===== config.mk =====
export PLATFORM = sky130hd
export DESIGN_NAME = wmd_front
export DESIGN_NICKNAME = d
export VERILOG_FILES = /design/src/windowed_message_deduplicator_unit_assert.svh /design/src/wmd_pkg.sv /design/src/wmd_front.sv
export SDC_FILE = /design/constraint.sdc
export NUM_CORES = 1
export LEC_CHECK = 0
export ABC_AREA = 0
export BUFFER_PORTS_ARGS = -buffer_cell sky130_fd_sc_hd__buf_4
export CAP_MARGIN = 40
export CORE_UTILIZATION = 30
export DETAILED_ROUTE_END_ITERATION = 10
export GPL_TIMING_DRIVEN = 0
export SYNTH_ARGS = -nofsm -noshare
export SYNTH_HDL_FRONTEND = slang
export SYNTH_SLANG_ARGS = --single-unit

===== constraint.sdc =====
create_clock -name clk -period 15.7 [get_ports clk]
set_clock_uncertainty 0.2 [all_clocks]
set_input_delay 0.785 -clock clk [delete_from_list [all_inputs] [get_ports clk]]
set_output_delay 0.785 -clock clk [all_outputs]
set_load 0.05 [all_outputs]

===== src/windowed_message_deduplicator_unit_assert.svh =====
// Assertion macros for the windowed message deduplicator.
// Included by wmd_back, which checks its own logic; no other dependencies.
`ifndef WINDOWED_MESSAGE_DEDUPLICATOR_UNIT_ASSERT_SVH
`define WINDOWED_MESSAGE_DEDUPLICATOR_UNIT_ASSERT_SVH

// same-cycle implication
`define WMD_ASSERT_NOW(name, clk_s, rst_s, ante, cons, msg) \
  name: assert property (@(posedge clk_s) disable iff (rst_s) (ante) |-> (cons)) \
    else $error(msg);

// next-cycle implication
`define WMD_ASSERT_NEXT(name, clk_s, rst_s, ante, cons, msg) \
  name: assert property (@(posedge clk_s) disable iff (rst_s) (ante) |=> (cons)) \
    else $error(msg);

`endif


===== src/wmd_pkg.sv =====
// Shared types and sizes for the windowed message deduplicator.
// No dependencies.
`timescale 1ns / 1ps
`default_nettype none

package wmd_pkg;

  localparam int TABLE_ENTRIES = 64;
  localparam int IDX_W = (TABLE_ENTRIES > 1) ? $clog2(TABLE_ENTRIES) : 1;
  localparam int CNT_W = $clog2(TABLE_ENTRIES + 1);

  localparam int KEY_W    = 48;
  localparam int STAMP_W  = 32;
  localparam int WINDOW_W = 16;
  localparam logic [WINDOW_W-1:0] WINDOW_RESET = 16'd1000;

  typedef struct packed {
    logic [KEY_W-1:0]   key;
    logic [STAMP_W-1:0] stamp;
  } wmd_item_t;

  localparam int ITEM_W = $bits(wmd_item_t);

  typedef struct packed {
    logic evicted_live;
    logic pass_on;
  } wmd_result_t;

endpackage

`default_nettype wire


===== src/wmd_front.sv =====
// Front end: accepts header words, forms the lookup key, and queues items.
// Depends on wmd_pkg.
`timescale 1ns / 1ps
`default_nettype none

module wmd_front (
  input  logic               clk,
  input  logic               rst,
  input  logic               s_tvalid,
  output logic               s_tready,
  input  logic [79:0]        s_tdata,
  output logic               q_valid,
  output wmd_pkg::wmd_item_t q_item,
  input  logic               q_pop
);
  import wmd_pkg::*;

  wmd_item_t  slot [2];
  wmd_item_t  in_item;
  logic       wr_ptr;
  logic       rd_ptr;
  logic [1:0] count;
  logic       push;
  logic       pop;

  assign in_item.key   = {s_tdata[7:0], s_tdata[15:8], s_tdata[39:16], s_tdata[47:40]};
  assign in_item.stamp = s_tdata[79:48];

  assign s_tready = (count != 2'd2);
  assign push     = s_tvalid && s_tready;
  assign q_valid  = (count != 2'd0);
  assign pop      = q_pop && q_valid;
  assign q_item   = slot[rd_ptr];

  always_ff @(posedge clk) begin
    if (rst) begin
      wr_ptr <= 1'b0;
      rd_ptr <= 1'b0;
      count  <= 2'd0;
    end else begin
      if (push) begin
        slot[wr_ptr] <= in_item;
        wr_ptr       <= ~wr_ptr;
      end
      if (pop) begin
        rd_ptr <= ~rd_ptr;
      end
      count <= count + 2'(push) - 2'(pop);
    end
  end

endmodule

`default_nettype wire


Word-level counts from Yosys, hierarchy flattened
Memory sizes are Yosys's and may differ from the RTL's. A register that Yosys moved wholly into a read port is not among the register bits.
Cells that the tools add are included.
{ "op_classes": {"mux": 5, "bitwise": 2, "n_addsub": 2, "multipliers": 0, "shift": 0, "eq_ne": 1, "n_reduce_logical": 3, "n_div": 0, "magnitude_cmp": 0} }
{ "op_table": {"columns": ["cell", "count"], "rows": [
  ["$mux W1", 5],
  ["$add A2 B1 Y2", 1],
  ["$logic_and A1 B1 Y1", 2],
  ["$ne A2 B2 Y1 const B", 1],
  ["$not A1 Y1", 2],
  ["$reduce_bool A2 Y1", 1],
  ["$sub A2 B1 Y2", 1]
]} }
{ "word_totals": {"in_bits": 84, "latchBits": 0, "n_memories": 1, "wordCells": 17, "mem_bits_ro": 0, "output_inout_bits": 82, "regBits": 4, "ram_bits": 160} }
{ "mem_list": {"columns": ["memory", "words", "word_bits", "rd", "rd_ports_with_merged_regs", "wr", "line", "rtl"], "rows": [
  ["slot", 2, 80, 1, 1, 1, "wmd_front.sv:18", "wmd_item_t slot [2];"]
]} }

Logic depth before layout (Yosys ltp)
{ "depth": {"depth_word": 5, "ltp_mapped": 8, "depth_no_buf": 8} }

Worst setup path before layout
Ideal clock, no wire load.
{ "synth_timing": {"path_kind": "register -> register", "startpoint": "register count[0]", "endpoint": "memory slot[1][0] (netlist bit), enable pin", "stages_incl_launch_ff": 4, "path_buffers": 0, "setup_slack_ns": 8.019, "t_arrival_ns": 6.847, "cell_sequence": "dfxtp_1 nand2b_1 nand2_2 nor3b_1"} }
{ "synth_via": {"elab_chain_len": 5} }
{ "synth_rtl": {"columns": ["element", "line", "rtl"], "rows": [
  ["start, declared", "wmd_front.sv:22", "logic [1:0] count;"],
  ["start signal, assigned", "wmd_front.sv:48", "count <= count + 2'(push) - 2'(pop);"],
  ["$ne A2 B2 Y1", "wmd_front.sv:29", "assign s_tready = (count != 2'd2);"],
  ["net s_tready", "wmd_front.sv:10", "output logic s_tready,"],
  ["$logic_and A1 B1 Y1", "wmd_front.sv:30", "assign push = s_tvalid && s_tready;"],
  ["$mux W1", "wmd_front.sv:41", "if (push) begin"],
  ["$mux W1", "wmd_front.sv:36", "if (rst) begin"],
  ["$mux W1 (implied by the code)", "wmd_front.sv:42", "slot[wr_ptr] <= in_item;"],
  ["end, declared", "wmd_front.sv:18", null]
]} }
The timed path passes the listed nets, and every way through them passes these cells.

==> metrics.yaml <==
synth:
  yosysMostFrequentCell: "edfxtp_1"
  synthesis.area_um2: 6410
  synth_edf_count: 160
  synth_top_area_cell: "edfxtp_1"
  synth_top_family_by_area: "multiplexers"
  ys_types: 18
  synthAdderAreaFrac_pct: 0.390
  synth_seq_area_share_pct: 76.5
  ys_async_sr_fraction_pct: 0
  synth_compound_area_share_pct: 0.117
  synth_xor_area_share_pct: 0.410
  syn_area_per_cell_um2: 23.5
  synth-seq-cells: 165
  ys.flop_type: "edfxtp_1"
  synth_top_area_share_pct: 74.9
  muxShareOfSynthArea_pct: 19.0
  synthTopCellsByArea: "edfxtp_1, mux2_4, buf_12"
  yosys_warnings: 0
  syn_nets: 359
  synth-simple-area-share_pct: 0.936
  syn_inst: 273
  synth_commonest_cells: "edfxtp_1, mux2_4, buf_12"
place:
  place_congestion: 0.653
  port_buffers: 165
  pre_cts_slack_ps: 12780
  hpwl_um: 8480
route:
  finalWirelength_um: 11800
  num_vias: 3172
  drc: 0
  drt-initial-drc-count: 89
  ant_nets: 0
  wire_per_inst_um: 15.6
  drtPass1Iterations: 4
  viasPerCell: 4.17
worst_setup_path:
  cp.arrival_ps: 1670
  worst-path-max-fanout: 10
  r2r_cells: 6
  cp-endpoint: "q_item[13]"
  crit_required_ps: 14720
  end_kind: "primary output"
  reg2reg_to: "slot[1][62]$_DFFE_PP_"
  rrSetupSlack_ps: 13130
  reg2reg_from: "count[0]$_SDFF_PP0_"
  start_kind: "flip-flop"
  worstSetupPathType: "flip-flop to primary output"
floorplanning:
  die_h_um: 148
  core_area_um2: 21000
  start_util_pct: 30.5
  rows: 53
  die_x_um: 148
  ioPinCount: 166
  dieArea_um2: 22000
power_and_ir_drop:
  switching_share_pct: 33.4
  p_leak_nw: 3.37
  clkPwrFrac_pct: 28.0
  internal-power_w: 0.000967
  peakVddDrop_mv: 0.0904
  power.share.combinational_pct: 35.3
  seq_power_share_pct: 36.8
  netSwitchingPower_w: 0.000485
  power.density_nw_per_um2: 166
clock_network:
  cts_tree: "built"
  clock_sinks: 165
  htree_levels: 4
  cts_setup_buffers: 0
  cts_buffer_depth: 2
  clock_latency_ps: 410
  cts.hold.buffers_added: 0
  cts_buffers: 17
  cts_root_buf: "clkbuf_16"
  clkSlewWorstSetupHoldPaths_ps: 70
  cts.repair.resized: 0
final_layout:
  layout.area.seq_um2: 4900
  final_nets: 559
  diodes: 0
  filler_cell_count: 1895
  area_growth_pct: 36.1
  final_core_util_pct: 41.5
  drive_gt1_share_pct: 62.7
  multiInputGateArea_um2: 1350
sta:
  hold_viol: 0
  rsz0062_at_grt: "false"
  layout_setup_ws_ps: 13040
  worst_pin_slew_ps: 843
  setup_viol: 0
  period_share_pct: 16.9
  tns_ps: 0
  drv_slew: 0
  fin_crit_ps: 2660
  max_freq_ghz: 0.376
  relSlewSlack_pct: 43.5
global_routing:
  grt_max_degree: 17
  grt_antenna_before_repair: 0
  overflow: 0
  grt_first_pass_wirelength_um: 17900
  grtUsageTotal_pct: 11.0
  grt_pass1_vias: 3359
status:
  status: "finished clean"
run:
  cap_viol_max_count: 0
min_path:
  hold_path.class: "flip-flop to flip-flop"
worst min path at each step:
stage	to	cells past startpoint	slack, ps	startpoint
2_1_floorplan	flip-flop	2	280	rd_ptr$_SDFFE_PP0P_
3_3_place_gp	rd_ptr$_SDFFE_PP0P_	2	300	rd_ptr$_SDFFE_PP0P_
3_5_place_dp	flip-flop	2	300	rd_ptr$_SDFFE_PP0P_
4_1_cts	rd_ptr$_SDFFE_PP0P_	2	320	rd_ptr$_SDFFE_PP0P_
5_1_grt	slot[1][21]$_DFFE_PP_	1	320	s_tdata[69]
6_report	rd_ptr$_SDFFE_PP0P_	2	320	rd_ptr$_SDFFE_PP0P_
sequential cells by signal (all words and copies together), names as in the netlist, named ones only:
register,count
count,2
rd_ptr,1
slot,160
wr_ptr,1
critical path: stages, from the launching register on:
cell and delay (ps):
dfxtp_1 320, buf_6 220, buf_12 190, mux2_4 310
buf_4 190
routing by layer:
metal  part of all wire, %  up-vias  wire length, µm  track usage [%]
met5                     0        -                0                0
met4                   1.2        0              143             4.02
met3                   5.4       11              641             3.71
met2                    51       92             6010             18.4
met1                    43     1593             5040             13.0
li1                      -     1476                -                -
layout make-up:
cell class	instances	area share [%]
Inverter	1	0.0430
Multi-Input combinational cell	98	15.4
Tap cell	275	3.94
Sequential cell	165	56.2
Buffer	9	1.96
Clock buffer	17	4.87
Timing Repair Buffer	181	15.9
Clock inverter	14	1.71
power by group through the flow:
stage	registers (W)	logic (W)	clock network (W)
2_1_floorplan	0.000547	0.000385	0
3_3_place_gp	0.000553	0.000507	0
3_5_place_dp	0.000543	0.000520	0
4_1_cts	0.000534	0.000521	0.000421
5_1_grt	0.000536	0.000534	0.000436
6_report	0.000533	0.000512	0.000406
logic make-up (layout without fill, tap and decap cells):
group | count (synthesis) | count (layout)
XOR/XNOR | 3 | 3
buffers and inverters | 10 | 222
flip-flops | 165 | 165
adder cells (fa/ha/maj) | 2 | 2
multiplexers | 81 | 81
AND/OR/NAND/NOR | 11 | 11
AO/OA/AOI/OAI | 1 | 1
cells in the final DEF, fill, tap and decap left out:
| cell | netlist | final |
|---|---|---|
| nor3b_2 | 0 | 1 |
| or2_2 | 1 | 1 |
| clkinv_1 | 0 | 2 |
| nor3_2 | 0 | 1 |
| buf_4 | 0 | 173 |
| xor2_1 | 1 | 1 |
| bufinv_16 | 0 | 2 |
| nor2_1 | 4 | 4 |
| mux2_4 | 81 | 81 |
| inv_6 | 0 | 4 |
| buf_12 | 8 | 8 |
| clkinv_4 | 0 | 1 |
| ha_1 | 2 | 2 |
| xnor2_1 | 2 | 2 |
| and2b_1 | 1 | 1 |
| nor2b_1 | 1 | 1 |
| inv_1 | 1 | 1 |
| o21a_1 | 1 | 1 |
| nand2b_1 | 1 | 1 |
| clkbuf_16 | 0 | 17 |
| buf_6 | 1 | 9 |
| edfxtp_1 | 160 | 160 |
| dfxtp_1 | 5 | 5 |
| clkinvlp_4 | 0 | 5 |
| nand2_2 | 1 | 1 |
stage by stage:
step / power [W] / std cells / cell area, µm² / hold slack, ps
final: 0.00145 / 760 / 8730 / 321
after global routing: 0.00151 / 760 / 8730 / 319
after CTS: 0.00148 / 760 / 8730 / 324
after detailed placement: 0.00106 / 729 / 8160 / 300
after global placement: 0.00106 / 713 / 8000 / 295
after floorplan: 0.000932 / 273 / 6410 / 281
No activity file was read; power rests on OpenSTA's default activity.
